### src/hdl/mcasc_pkg.sv
// ----------------------------------------------------------------------------
// Averaging sample cache package
// Sizes, operation codes and the command group of the shared arithmetic unit.
// ----------------------------------------------------------------------------
package mcasc_pkg;

    localparam int CHANNELS   = 8;
    localparam int RING_DEPTH = 16;
    localparam int SAMPLE_W   = 16;

    localparam int CH_W      = (CHANNELS > 1) ? $clog2(CHANNELS) : 1;
    localparam int INUSE_W   = $clog2(CHANNELS + 1);
    localparam int POS_W     = $clog2(RING_DEPTH);
    localparam int CNT_W     = $clog2(RING_DEPTH + 1);
    localparam int SUM_W     = SAMPLE_W + $clog2(RING_DEPTH);
    localparam int STEP_W    = $clog2(SUM_W + 1);
    localparam int RAM_DEPTH = CHANNELS * RING_DEPTH;
    localparam int RAM_AW    = $clog2(RAM_DEPTH);

    typedef enum logic [1:0] {
        OP_REGISTER = 2'd0,
        OP_SAMPLE   = 2'd1,
        OP_READ     = 2'd2,
        OP_NONE     = 2'd3
    } op_t;

    typedef struct packed {
        logic clear;
        logic acc;
        logic start;
        logic step;
    } alu_cmd_t;

endpackage

### src/hdl/mcasc_ring_ram.sv
// ----------------------------------------------------------------------------
// Sample ring store
// One write port and one registered read port over all channel rings.
// ----------------------------------------------------------------------------
module mcasc_ring_ram (
    input  logic                                aclk,
    input  logic                                we,
    input  logic [mcasc_pkg::RAM_AW-1:0]        waddr,
    input  logic [mcasc_pkg::SAMPLE_W-1:0]      wdata,
    input  logic [mcasc_pkg::RAM_AW-1:0]        raddr,
    output logic [mcasc_pkg::SAMPLE_W-1:0]      rdata
);
    import mcasc_pkg::*;

    logic [SAMPLE_W-1:0] mem [RAM_DEPTH];
    logic [SAMPLE_W-1:0] rdata_reg;

    always_ff @(posedge aclk) begin
        if (we) begin
            mem[waddr] <= wdata;
        end
    end

    always_ff @(posedge aclk) begin
        rdata_reg <= mem[raddr];
    end

    assign rdata = rdata_reg;

endmodule

### src/hdl/mcasc_alu.sv
// ----------------------------------------------------------------------------
// Shared accumulate and divide unit
// Sums ring samples, then runs a restoring division one quotient bit a cycle.
// ----------------------------------------------------------------------------
module mcasc_alu (
    input  logic                              aclk,
    input  mcasc_pkg::alu_cmd_t               cmd,
    input  logic [mcasc_pkg::SAMPLE_W-1:0]    operand,
    input  logic [mcasc_pkg::CNT_W-1:0]       divisor,
    output logic [mcasc_pkg::SUM_W-1:0]       quotient
);
    import mcasc_pkg::*;

    logic [SUM_W-1:0] num_reg, num_next;
    logic [CNT_W-1:0] rem_reg, rem_next;
    logic [CNT_W:0]   trial;
    logic [CNT_W:0]   diff;
    logic             fits;

    // trial remainder: bring down the next dividend bit
    assign trial = {rem_reg, num_reg[SUM_W-1]};
    assign diff  = trial - {1'b0, divisor};
    assign fits  = (trial >= {1'b0, divisor});

    always_comb begin
        num_next = num_reg;
        rem_next = rem_reg;
        priority if (cmd.clear) begin
            num_next = '0;
            rem_next = '0;
        end else if (cmd.acc) begin
            num_next = num_reg + SUM_W'(operand);
        end else if (cmd.start) begin
            rem_next = '0;
        end else if (cmd.step) begin
            num_next = {num_reg[SUM_W-2:0], fits};
            rem_next = fits ? diff[CNT_W-1:0] : trial[CNT_W-1:0];
        end
    end

    always_ff @(posedge aclk) begin
        num_reg <= num_next;
        rem_reg <= rem_next;
    end

    assign quotient = num_reg;

endmodule

### src/hdl/multi_channel_averaging_sample_cache.sv
// ----------------------------------------------------------------------------
// Multi-channel averaging sample cache
// Keyed channel table with a ring of recent samples per channel and averaging.
// ----------------------------------------------------------------------------
// The block takes one item at a time and gives one result item for each.
// A store-sample item goes from decode straight to the result state. A
// registration clears the new channel's ring one slot a cycle through the
// single write port of the ring store; a refused registration goes straight
// to the result state. A read searches the channel table one entry a cycle,
// then reads count samples one a cycle through the ring store's read port into
// the shared accumulator, then divides by count in the same unit one quotient
// bit a cycle; a miss goes to the result state when the search runs past the
// last used entry. The result sits in an output register, so the next item is
// taken while the previous result still waits for m_ready. Reset clears the
// channel table at once; rings need no clearing pass, as a ring is only read
// after its registration has zeroed it.
// ----------------------------------------------------------------------------
module multi_channel_averaging_sample_cache (
    input  logic        aclk,
    input  logic        aresetn,

    input  logic        s_valid,
    output logic        s_ready,
    input  logic [1:0]  s_operation,
    input  logic [6:0]  s_device_address,
    input  logic [7:0]  s_register_address,
    input  logic        s_wide_sample,
    input  logic [7:0]  s_average_count,
    input  logic [2:0]  s_channel_index,
    input  logic [7:0]  s_high_byte,
    input  logic [7:0]  s_low_byte,
    input  logic        s_read_ok,

    output logic        m_valid,
    input  logic        m_ready,
    output logic [15:0] m_average_value,
    output logic        m_hit,
    output logic        m_accepted
);
    import mcasc_pkg::*;

    typedef enum logic [6:0] {
        S_IDLE   = 7'b0000001,
        S_DECODE = 7'b0000010,
        S_SEARCH = 7'b0000100,
        S_SUM    = 7'b0001000,
        S_DIV    = 7'b0010000,
        S_CLEAR  = 7'b0100000,
        S_RESULT = 7'b1000000
    } state_t;

    function automatic logic [RAM_AW-1:0] ring_addr(input logic [CH_W-1:0]  ch,
                                                    input logic [POS_W-1:0] pos);
        ring_addr = RAM_AW'(RAM_AW'(ch) * RAM_AW'(RING_DEPTH)) + RAM_AW'(pos);
    endfunction

    function automatic logic [POS_W-1:0] pos_inc(input logic [POS_W-1:0] pos);
        pos_inc = (pos == POS_W'(RING_DEPTH - 1)) ? '0 : pos + 1'b1;
    endfunction

    function automatic logic [POS_W-1:0] pos_dec(input logic [POS_W-1:0] pos);
        pos_dec = (pos == '0) ? POS_W'(RING_DEPTH - 1) : pos - 1'b1;
    endfunction

    // ---- sequencer state ----
    state_t              state_reg, state_next;
    logic [INUSE_W-1:0]  chan_used_reg, chan_used_next;
    logic [INUSE_W-1:0]  idx_reg, idx_next;
    logic [CH_W-1:0]     slot_reg, slot_next;
    logic [POS_W-1:0]    ptr_reg, ptr_next;
    logic [CNT_W-1:0]    issue_reg, issue_next;
    logic [CNT_W-1:0]    cnt_n_reg, cnt_n_next;
    logic                pend_reg, pend_next;
    logic [STEP_W-1:0]   step_reg, step_next;
    logic [15:0]         res_value_reg, res_value_next;
    logic                res_hit_reg, res_hit_next;
    logic                res_acc_reg, res_acc_next;
    logic                m_valid_reg, m_valid_next;
    logic [15:0]         m_value_reg;
    logic                m_hit_reg;
    logic                m_acc_reg;

    // ---- latched input item ----
    op_t                 op_reg;
    logic [6:0]          dev_reg;
    logic [7:0]          regaddr_reg;
    logic                wide_reg;
    logic [7:0]          count_reg;
    logic [2:0]          ch_reg;
    logic [7:0]          hi_reg;
    logic [7:0]          lo_reg;
    logic                ok_reg;

    // ---- channel table ----
    logic                tbl_active_reg [CHANNELS];
    logic [6:0]          tbl_dev_reg    [CHANNELS];
    logic [7:0]          tbl_regaddr_reg[CHANNELS];
    logic                tbl_wide_reg   [CHANNELS];
    logic [CNT_W-1:0]    tbl_cnt_reg    [CHANNELS];
    logic [POS_W-1:0]    tbl_wpos_reg   [CHANNELS];

    logic [CH_W-1:0]     tbl_sel;
    logic                tbl_active;
    logic [6:0]          tbl_dev;
    logic [7:0]          tbl_regaddr;
    logic                tbl_wide;
    logic [CNT_W-1:0]    tbl_cnt;
    logic [POS_W-1:0]    tbl_wpos;
    logic                tbl_we;
    logic [CH_W-1:0]     new_slot;
    logic                wpos_we;
    logic [CH_W-1:0]     wpos_idx;
    logic [POS_W-1:0]    wpos_data;

    // ---- ring store and shared unit ----
    logic                ram_we;
    logic [RAM_AW-1:0]   ram_waddr;
    logic [SAMPLE_W-1:0] ram_wdata;
    logic [RAM_AW-1:0]   ram_raddr;
    logic [SAMPLE_W-1:0] ram_rdata;
    alu_cmd_t            alu_cmd;
    logic [SUM_W-1:0]    alu_quot;

    logic                in_take;
    logic                reg_ok;
    logic                smp_ok;
    logic                key_match;
    logic                out_free;

    assign s_ready  = (state_reg == S_IDLE);
    assign in_take  = s_valid && s_ready;
    assign out_free = !m_valid_reg || m_ready;
    assign new_slot = chan_used_reg[CH_W-1:0];

    // one table read port: the sample's channel while decoding, else the search slot
    assign tbl_sel     = (state_reg == S_DECODE) ? CH_W'(ch_reg) : idx_reg[CH_W-1:0];
    assign tbl_active  = tbl_active_reg[tbl_sel];
    assign tbl_dev     = tbl_dev_reg[tbl_sel];
    assign tbl_regaddr = tbl_regaddr_reg[tbl_sel];
    assign tbl_wide    = tbl_wide_reg[tbl_sel];
    assign tbl_cnt     = tbl_cnt_reg[tbl_sel];
    assign tbl_wpos    = tbl_wpos_reg[tbl_sel];

    assign reg_ok = (int'(chan_used_reg) < CHANNELS) && (count_reg != '0) &&
                    (int'(count_reg) <= RING_DEPTH);
    assign smp_ok = ok_reg && (int'(ch_reg) < int'(chan_used_reg)) &&
                    (int'(ch_reg) < CHANNELS) && tbl_active;
    assign key_match = tbl_active && (tbl_dev == dev_reg) && (tbl_regaddr == regaddr_reg);

    always_comb begin
        state_next     = state_reg;
        chan_used_next = chan_used_reg;
        idx_next       = idx_reg;
        slot_next      = slot_reg;
        ptr_next       = ptr_reg;
        issue_next     = issue_reg;
        cnt_n_next     = cnt_n_reg;
        pend_next      = pend_reg;
        step_next      = step_reg;
        res_value_next = res_value_reg;
        res_hit_next   = res_hit_reg;
        res_acc_next   = res_acc_reg;
        tbl_we         = 1'b0;
        wpos_we        = 1'b0;
        wpos_idx       = new_slot;
        wpos_data      = '0;
        ram_we         = 1'b0;
        ram_waddr      = ring_addr(slot_reg, ptr_reg);
        ram_wdata      = '0;
        ram_raddr      = ring_addr(slot_reg, ptr_reg);
        alu_cmd        = '0;

        unique case (state_reg)
            S_IDLE: begin
                if (in_take) begin
                    res_value_next = '0;
                    res_hit_next   = 1'b0;
                    res_acc_next   = 1'b0;
                    state_next     = S_DECODE;
                end
            end
            S_DECODE: begin
                unique case (op_reg)
                    OP_REGISTER: begin
                        if (reg_ok) begin
                            // append at the next free slot, then zero its ring
                            tbl_we         = 1'b1;
                            wpos_we        = 1'b1;
                            chan_used_next = chan_used_reg + 1'b1;
                            slot_next      = new_slot;
                            ptr_next       = '0;
                            res_acc_next   = 1'b1;
                            state_next     = S_CLEAR;
                        end else begin
                            state_next = S_RESULT;
                        end
                    end
                    OP_SAMPLE: begin
                        if (smp_ok) begin
                            ram_we       = 1'b1;
                            ram_waddr    = ring_addr(tbl_sel, tbl_wpos);
                            ram_wdata    = tbl_wide ? {hi_reg, lo_reg} : {8'd0, hi_reg};
                            wpos_we      = 1'b1;
                            wpos_idx     = tbl_sel;
                            wpos_data    = pos_inc(tbl_wpos);
                            res_acc_next = 1'b1;
                        end
                        state_next = S_RESULT;
                    end
                    OP_READ: begin
                        idx_next   = '0;
                        state_next = S_SEARCH;
                    end
                    OP_NONE: begin
                        state_next = S_RESULT;
                    end
                endcase
            end
            S_SEARCH: begin
                // lowest matching slot wins
                priority if (idx_reg >= chan_used_reg) begin
                    state_next = S_RESULT;
                end else if (key_match) begin
                    slot_next  = idx_reg[CH_W-1:0];
                    cnt_n_next = tbl_cnt;
                    ptr_next   = pos_dec(tbl_wpos);
                    issue_next = '0;
                    pend_next  = 1'b0;
                    alu_cmd.clear = 1'b1;
                    state_next = S_SUM;
                end else begin
                    idx_next = idx_reg + 1'b1;
                end
            end
            S_SUM: begin
                // walk back from the newest sample; data comes from the registered read port
                alu_cmd.acc = pend_reg;
                if (issue_reg != cnt_n_reg) begin
                    issue_next = issue_reg + 1'b1;
                    ptr_next   = pos_dec(ptr_reg);
                    pend_next  = 1'b1;
                end else begin
                    pend_next = 1'b0;
                    if (!pend_reg) begin
                        alu_cmd.start = 1'b1;
                        step_next     = '0;
                        state_next    = S_DIV;
                    end
                end
            end
            S_DIV: begin
                if (step_reg != STEP_W'(SUM_W)) begin
                    alu_cmd.step = 1'b1;
                    step_next    = step_reg + 1'b1;
                end else begin
                    res_value_next = alu_quot[15:0];
                    res_hit_next   = 1'b1;
                    state_next     = S_RESULT;
                end
            end
            S_CLEAR: begin
                ram_we   = 1'b1;
                ptr_next = ptr_reg + 1'b1;
                if (ptr_reg == POS_W'(RING_DEPTH - 1)) begin
                    state_next = S_RESULT;
                end
            end
            S_RESULT: begin
                // hold until the output register is free
                if (out_free) begin
                    state_next = S_IDLE;
                end
            end
            default: begin
                state_next = S_IDLE;
            end
        endcase
    end

    always_comb begin
        m_valid_next = m_valid_reg;
        priority if ((state_reg == S_RESULT) && out_free) begin
            m_valid_next = 1'b1;
        end else if (m_ready) begin
            m_valid_next = 1'b0;
        end
    end

    // control state
    always_ff @(posedge aclk) begin
        if (!aresetn) begin
            state_reg     <= S_IDLE;
            chan_used_reg <= '0;
            idx_reg       <= '0;
            issue_reg     <= '0;
            pend_reg      <= 1'b0;
            step_reg      <= '0;
            m_valid_reg   <= 1'b0;
        end else begin
            state_reg     <= state_next;
            chan_used_reg <= chan_used_next;
            idx_reg       <= idx_next;
            issue_reg     <= issue_next;
            pend_reg      <= pend_next;
            step_reg      <= step_next;
            m_valid_reg   <= m_valid_next;
        end
    end

    // payload and working registers
    always_ff @(posedge aclk) begin
        slot_reg      <= slot_next;
        ptr_reg       <= ptr_next;
        cnt_n_reg     <= cnt_n_next;
        res_value_reg <= res_value_next;
        res_hit_reg   <= res_hit_next;
        res_acc_reg   <= res_acc_next;
        if (in_take) begin
            op_reg      <= op_t'(s_operation);
            dev_reg     <= s_device_address;
            regaddr_reg <= s_register_address;
            wide_reg    <= s_wide_sample;
            count_reg   <= s_average_count;
            ch_reg      <= s_channel_index;
            hi_reg      <= s_high_byte;
            lo_reg      <= s_low_byte;
            ok_reg      <= s_read_ok;
        end
        if ((state_reg == S_RESULT) && out_free) begin
            m_value_reg <= res_value_reg;
            m_hit_reg   <= res_hit_reg;
            m_acc_reg   <= res_acc_reg;
        end
    end

    // channel table
    always_ff @(posedge aclk) begin
        if (!aresetn) begin
            for (int i = 0; i < CHANNELS; i++) begin
                tbl_active_reg[i]  <= 1'b0;
                tbl_dev_reg[i]     <= '0;
                tbl_regaddr_reg[i] <= '0;
                tbl_wide_reg[i]    <= 1'b0;
                tbl_cnt_reg[i]     <= '0;
                tbl_wpos_reg[i]    <= '0;
            end
        end else begin
            if (tbl_we) begin
                tbl_active_reg[new_slot]  <= 1'b1;
                tbl_dev_reg[new_slot]     <= dev_reg;
                tbl_regaddr_reg[new_slot] <= regaddr_reg;
                tbl_wide_reg[new_slot]    <= wide_reg;
                tbl_cnt_reg[new_slot]     <= CNT_W'(count_reg);
            end
            if (wpos_we) begin
                tbl_wpos_reg[wpos_idx] <= wpos_data;
            end
        end
    end

    mcasc_ring_ram u_ring (
        .aclk  (aclk),
        .we    (ram_we),
        .waddr (ram_waddr),
        .wdata (ram_wdata),
        .raddr (ram_raddr),
        .rdata (ram_rdata)
    );

    mcasc_alu u_alu (
        .aclk     (aclk),
        .cmd      (alu_cmd),
        .operand  (ram_rdata),
        .divisor  (cnt_n_reg),
        .quotient (alu_quot)
    );

    assign m_valid         = m_valid_reg;
    assign m_average_value = m_value_reg;
    assign m_hit           = m_hit_reg;
    assign m_accepted      = m_acc_reg;

`ifndef SYNTHESIS
    a_table_bound: assert property (@(posedge aclk) disable iff (!aresetn)
        int'(chan_used_reg) <= CHANNELS)
        else $error("channel table count beyond capacity");

    a_one_at_a_time: assert property (@(posedge aclk) disable iff (!aresetn)
        (s_valid && s_ready) |=> !s_ready)
        else $error("second item taken while one is in flight");

    a_result_kind: assert property (@(posedge aclk) disable iff (!aresetn)
        m_valid |-> !(m_hit && m_accepted))
        else $error("result flags both a read hit and an accepted write");

    a_issue_bound: assert property (@(posedge aclk) disable iff (!aresetn)
        (state_reg == S_SUM) |-> (issue_reg <= cnt_n_reg))
        else $error("more ring reads issued than the averaging count");
`endif

endmodule

### config.mk
export PLATFORM = sky130hd
export DESIGN_NAME = multi_channel_averaging_sample_cache
export DESIGN_NICKNAME = d
export VERILOG_FILES = /design/src/hdl/mcasc_pkg.sv /design/src/hdl/mcasc_ring_ram.sv /design/src/hdl/mcasc_alu.sv /design/src/hdl/multi_channel_averaging_sample_cache.sv
export SDC_FILE = /design/constraint.sdc
export NUM_CORES = 2
export LEC_CHECK = 0
export ABC_AREA = 1
export BUFFER_PORTS_ARGS = -buffer_cell sky130_fd_sc_hd__buf_2
export CAP_MARGIN = 20
export CORE_ASPECT_RATIO = 1.2
export CORE_UTILIZATION = 50
export CTS_BUF_LIST = sky130_fd_sc_hd__clkbuf_4 sky130_fd_sc_hd__clkbuf_8
export DETAILED_ROUTE_END_ITERATION = 10
export PLACE_DENSITY = 0.65
export SKIP_LAST_GASP = 1
export SLEW_MARGIN = 40
export SYNTH_ARGS = -nofsm -noshare
export SYNTH_HDL_FRONTEND = slang
export SYNTH_HIERARCHICAL = 1
export SYNTH_SLANG_ARGS = --single-unit
### constraint.sdc
create_clock -name aclk -period 9 [get_ports aclk]
set_clock_uncertainty 0.05 [all_clocks]
set_input_delay 1.35 -clock aclk [delete_from_list [all_inputs] [get_ports aclk]]
set_output_delay 1.35 -clock aclk [all_outputs]
set_load 0.05 [all_outputs]
# Word level (Yosys, flattened, before mapping)
# Memories as Yosys holds them, arrays and structs flattened. A register that Yosys moved wholly into a read port is not among the register bits.
# Index checks and enable logic that the tools add are counted.
# classes
add_sub_neg	12
magnitude_cmp	5
eq_ne	35
muxes	116
n_bitwise	2
n_reduce_logical	43
# ops
operator	count
2-to-1 mux 16 bit	6
2-to-1 mux 7 bit	13
2-to-1 mux 20 bit	3
2-to-1 mux 4 bit	15
2-to-1 mux 5 bit	10
case mux 7 bit (7 select lines)	1
2-to-1 mux 3 bit	14
2-to-1 mux 1 bit	39
case mux 16 bit (2 select lines)	1
!= test 2 bit (second input constant)	11
case mux 7 bit (3 select lines)	1
adder 20 x 16 -> 20 bit	1
case mux 5 bit (2 select lines)	2
adder 4 x 1 -> 4 bit (second input constant)	4
case mux 4 bit (4 select lines)	1
nonzero test 2 bit	8
adder 7 x 4 -> 7 bit	2
case mux 1 bit (2 select lines)	6
AND reduction 3 bit	4
AND reduction 4 bit	3
adder 5 x 1 -> 5 bit (second input constant)	2
AND reduction 5 bit	2
!= test 3 bit (second input constant)	3
== test 4 bit (second input constant)	2
43 further kinds	59
# word_totals
regBits	141
mem_bits_rw	2256
out_inout_bits	20
memories	7
# mem_list
name	words	width	read_ports	rd_clocked_by_memory_dff	wr	line	text
u_ring.mem	128	16	1	1	1	mcasc_ring_ram.sv:15	logic [SAMPLE_W-1:0] mem [RAM_DEPTH];
tbl_regaddr_reg	8	8	1	0	8	multi_channel_averaging_sample_cache.sv:97	logic [7:0] tbl_regaddr_reg[CHANNELS];
tbl_dev_reg	8	7	1	0	8	multi_channel_averaging_sample_cache.sv:96	logic [6:0] tbl_dev_reg [CHANNELS];
tbl_cnt_reg	8	5	1	1	8	multi_channel_averaging_sample_cache.sv:99	logic [CNT_W-1:0] tbl_cnt_reg [CHANNELS];
tbl_wpos_reg	8	4	1	0	8	multi_channel_averaging_sample_cache.sv:100	logic [POS_W-1:0] tbl_wpos_reg [CHANNELS];
tbl_active_reg	8	1	1	0	8	multi_channel_averaging_sample_cache.sv:95	logic tbl_active_reg [CHANNELS];
1 more memories	n/a	n/a	n/a	n/a	n/a	n/a	

# Logic depth before layout (Yosys ltp)
# An unclocked memory read counts as a cell.
# logic_depth
ltp_word	12
ltp_mapped	23
mapped_depth_nobuf	21

# By module
# Netlist, hierarchy kept.
# modules_own_cells
mod	instances	cells_each	area_each_um2	seq_area_each_um2
mcasc_ring_ram	1	6793	82825.7	61819.3
multi_channel_averaging_sample_cache	1	1556	15034.4	9449.1
mcasc_alu	1	390	2413.6	500.5

# Least setup slack after synthesis
# Ideal clock, no wire load.
# synth_timing
path_kind	reg-to-reg
startpoint	register state_reg[6]
endpoint	memory u_ring.mem[0][6], data pin
setup_ns	0.892
arrival_ns	5.475
t_required_ns	8.058
setup_slack_ns	2.583
stages_incl_launch_ff	17
path_buffers	5
synth_period_minus_slack_ns	6.417
cell_sequence	dfxtp_1 > inv_1 > nand2_1 > nor2_4 > nand3_2 > nand2_2 > buf_4 > buf_4 > buf_6 > buf_4 > nand2_1 > nand3_1 > nand3_1 > nand2_1 > buf_2 > nand2_1 > a21oi_1
# synth_via
elab_chain_cells	7
word_cells_on_any_way	9
classes_between	1 x eq/ne; 5 x mux; 1 x reduce/logical; 2 x memory
# synth_lines
item	line	text
from (decl)	multi_channel_averaging_sample_cache.sv:66	state_t state_reg, state_next;
from (signal assigned)	multi_channel_averaging_sample_cache.sv:300	state_reg <= state_next;
== test 7 x 2 -> 1 bit *	multi_channel_averaging_sample_cache.sv:136, multi_channel_averaging_sample_cache.sv:173	
2-to-1 mux 3 bit	multi_channel_averaging_sample_cache.sv:136	assign tbl_sel = (state_reg == S_DECODE) ? CH_W'(ch_reg) : idx_reg[CH_W-1:0];
memory (8 x 1 bit) (on tied branches)	n/a	
2-to-1 mux 16 bit or logical AND 1 bit (tied branches)	multi_channel_averaging_sample_cache.sv:202, multi_channel_averaging_sample_cache.sv:147	
2-to-1 mux 16 bit	multi_channel_averaging_sample_cache.sv:199	if (smp_ok) begin
2-to-1 mux 16 bit	multi_channel_averaging_sample_cache.sv:183	unique case (op_reg)
2-to-1 mux 16 bit *	multi_channel_averaging_sample_cache.sv:173	unique case (state_reg)
net ram_wdata[6]	multi_channel_averaging_sample_cache.sv:118	logic [SAMPLE_W-1:0] ram_wdata;
to (decl)	mcasc_ring_ram.sv:15	
# Mark *: on every way through the listed nets, which the timed path passes. The rest lies on a longest branch.

# Final worst setup path
# layout_timing
startpoint	register state_reg[6]
endpoint	memory u_ring.mem[14][8] (enable)
# layout_via
word_cells_on_any_way	15
classes_between	1 x add/sub; 2 x eq/ne; 9 x mux; 1 x reduce/logical; 2 x memory
# layout_lines
item	line	text
== test 7 x 2 -> 1 bit *	multi_channel_averaging_sample_cache.sv:136, multi_channel_averaging_sample_cache.sv:173	
2-to-1 mux 3 bit	multi_channel_averaging_sample_cache.sv:136	
memory (8 x 4 bit) or memory (8 x 1 bit) (tied branches)	n/a	
adder 7 x 4 -> 7 bit or logical AND 1 bit (tied branches)	multi_channel_averaging_sample_cache.sv:54, multi_channel_averaging_sample_cache.sv:147	
2-to-1 mux 7 bit	multi_channel_averaging_sample_cache.sv:199	
2-to-1 mux 7 bit	multi_channel_averaging_sample_cache.sv:183	
2-to-1 mux 7 bit *	multi_channel_averaging_sample_cache.sv:173	
net ram_waddr[0]	multi_channel_averaging_sample_cache.sv:117	logic [RAM_AW-1:0] ram_waddr;
# Marks and branches as above.

==> impl_metrics.py <==
metrics = {
    "drt": {
        "first_pass_iters": 6,
        "drc": 0,
        "routedWlPerCell_um": 23.31,
        "postRouteAntennaNets": 0,
        "routed_via_density": 5.750,
        "vias": 67490,
        "wl_um": 273600,
        "drtIter0Drc": 7784,
    },
    "floorplanning": {
        "io_pins": 70,
        "std_cell_rows": 179,
        "core_area_mm2": 0.1987,
        "die-area_mm2": 0.2023,
        "die_w_um": 410.8,
        "start_util": 0.5048,
        "die_h_um": 492.6,
    },
    "synthesis": {
        "synth_area_leaders": "edfxtp_1, nand3_1, nand2_1",
        "synth-edff-count": 2334,
        "syn-cell-area_mm2": 0.1003,
        "netlist.area_leader.share": 0.6990,
        "syn_area_per_cell_um2": 11.47,
        "ys.warnings.count": 6,
        "synthFlopType": "edfxtp_1",
        "synthCells": 8739,
        "yosysMostFrequentCell": "nand2_1",
        "yosys.area.top_type": "edfxtp_1",
        "ys_types": 56,
        "ys_seq_area_frac": 0.7157,
        "ys_ff_latch": 2418,
        "ys_async_sr_fraction": 0,
        "synthTopCellsByCount": "nand2_1, edfxtp_1, nand3_1",
        "syn-num-nets": 8827,
    },
    "critical_path": {
        "r2r_setup_slack_ns": 2.77,
        "reg2reg_to": "u_ring/mem[14][8]",
        "cp_max_fo": 37,
        "crit_arrival_ns": 6.95,
        "cp-start-kind": "register",
        "cp.required_ns": 9.72,
        "r2r_cells": 20,
        "endpoint_kind": "register",
        "crit-reg2reg-launch": "state_reg[6]",
        "path_class": "register to register",
    },
    "power": {
        "ir_drop_mv": 0.1363,
        "comb_power_share": 0.176,
        "total_power_mw": 26.09,
        "p_int_mw": 18.40,
        "clockPowerShare": 0.340,
        "power_density_mw_per_mm2": 235.8,
        "p_seq_frac": 0.484,
        "power_leakage_nw": 39.00,
        "swShare": 0.2945,
        "switching_power_mw": 7.683,
    },
    "placed_design": {
        "place_hpwl_um": 160200,
        "dp.cells": 11070,
        "gp_congestion": 0.9158,
        "io_buffers": 69,
        "dpl-instance-area_mm2": 0.1031,
    },
    "sta": {
        "finalHoldViolations": 0,
        "tns_ns": 0,
        "worst_pin_slew_ns": 0.9084,
        "drv_slew": 0,
        "relSlewSlack": 0.3898,
        "grt_setup_unrepaired": "no",
        "fin_crit_ns": 6.227,
        "finalCritPeriodShare": 0.6919,
        "fmax_mhz": 160.6,
        "setup_viol": 0,
    },
    "final_layout": {
        "design_area_mm2": 0.1106,
        "nets": 8923,
        "syn2layout_area_growth_pct": 10.31,
        "drive_gt1_frac": 0.1091,
        "fill_cells": 16480,
        "multiInputGateArea_mm2": 0.02547,
        "final_cell_count_no_fill": 11740,
        "largest_reg_flops": 2048,
        "regArea_mm2": 0.07177,
    },
    "hold_path": {
        "hold_end": "m_average_value[14]",
        "hold_path_depth": 0,
        "hp-start": "res_value_reg[14]",
        "hp-class": "register to register",
    },
    "clock_network": {
        "clkLatencyLatePin_ns": 1.09,
        "numCtsBuffers": 373,
        "clock_path_buffers": 4,
        "ctsHoldBuffers": 0,
        "post_cts_buffers": 0,
        "cts.repair.resized": 0,
        "clk_pin_slew_ns": 0.06,
        "cts_tree": "done",
        "cts-root-buf": "clkbuf_8",
        "cts_num_sinks": 2418,
        "htreeDepth": 5,
    },
    "status": {
        "outcome": "finished, final reports clean",
    },
    "job": {
        "maxCapViolCount": 0,
    },
    "global_routing": {
        "grt_start_max_net_pins": 240,
        "antenna_found_initial": 8,
        "grt_pass1_vias": 64810,
        "track_usage": 0.2664,
        "grt.overflow.total": 0,
        "grt_pass1_wl_um": 402900,
    },
}
[critical path, cell delays in order (launching register included)]
cell	delay [ns]
dfxtp_1	0.32
inv_1	0.07
nand2_1	0.10
nor2_4	0.18
nand2_4	0.17
inv_6	0.12
nand2_1	0.07
nand2_2	0.42
buf_4	0.43
nand3_1	0.13
nand3_1	0.08
nand2_1	0.11
and3_2	0.23
nand2_4	0.52
inv_2	0.13
o21bai_1	0.50
inv_1	0.22
nor3_1	0.48
nand2_4	0.53
nor2_1	0.68
buf_4	0.31
[through the flow]
stage	hold WS, ns	worst slack (ns)	util
6_report	0.3699	2.773	0.5568
5_1_grt	0.3148	2.496	0.5568
4_1_cts	0.2925	2.798	0.5548
3_5_place_dp	0.3556	2.831	0.5191
3_3_place_gp	0.3524	2.149	0.5170
2_1_floorplan	0.3503	2.583	-
[cell usage in the layout (no fill, tap or decap), types with 6 or more instances in the layout]
master	instances
nand2_1	2538
edfxtp_1	2334
nand3_1	2215
nor2_1	389
clkbuf_8	389
inv_1	160
buf_4	135
clkinv_1	115
clkbuf_4	105
dfxtp_1	84
buf_2	69
o21ai_0	61
a21oi_1	51
nor2_2	48
clkinv_2	41
nor2_4	36
ha_1	36
nand2_2	27
nor3_1	25
o22ai_1	19
inv_2	17
buf_6	17
a31oi_1	16
buf_12	16
o21bai_1	14
nand2_4	13
o21ai_1	10
clkinvlp_4	10
bufinv_16	10
nand3_2	9
xor2_1	9
nand4_1	9
a21oi_4	8
buf_16	8
or2_2	7
nand3b_1	6
buf_8	6
[cell type report]
class	instances	area share
antenna	4	0.00009049
multi-input combinational	5588	0.2302
tap	2624	0.02968
timing repair buffer	251	0.01972
clock buffer	494	0.05553
clock inverter	156	0.008518
sequential	2418	0.6488
inverter	203	0.007398
[how the worst max path moves through the flow]
stage / from / endpoint / slack (ns) / depth (start not counted)
floorplan: state_reg[6] / u_ring/mem[0][6] / 2.58 / 16
global placement: state_reg[6] / u_ring/mem[71][7] / 2.15 / 17
detailed placement: state_reg[6] / u_ring/mem[14][8] / 2.83 / 20
CTS: state_reg[6] / u_ring/mem[14][15] / 2.80 / 20
global route: state_reg[6] / u_ring/mem[14][8] / 2.50 / 20
finish: state_reg[6] / u_ring/mem[14][8] / 2.77 / 20
[routing by layer]
metal / share of wire / GRT usage / wire (µm) / up-vias
li1: - / - / - / 30960
met1: 0.39 / 0.3487 / 105600 / 32690
met2: 0.48 / 0.4301 / 131400 / 3223
met3: 0.089 / 0.05209 / 24260 / 606
met4: 0.045 / 0.1216 / 12350 / 8
met5: 0.00017 / 0 / 47 / -
[power groups by stage]
stage                     clock network [mW]  registers (mW)  logic (mW)
after global routing                    9.45            12.6        5.01
after detailed placement                   0            12.9        4.49
final                                   8.86            12.6        4.60
after CTS                               9.00            12.6        4.51
after floorplan                            0            12.8        3.15
after global placement                     0            12.9        4.42
[logic make-up after synthesis]
family          after synthesis  share of synthesized area
buf+inv                     733                    0.03566
fa+ha+maj                    38                   0.004891
flops                      2418                     0.7157
simple gates               5337                     0.2310
compound gates              200                    0.01163
xor+xnor                     13                   0.001135
(Power assumes the default switching activity.)
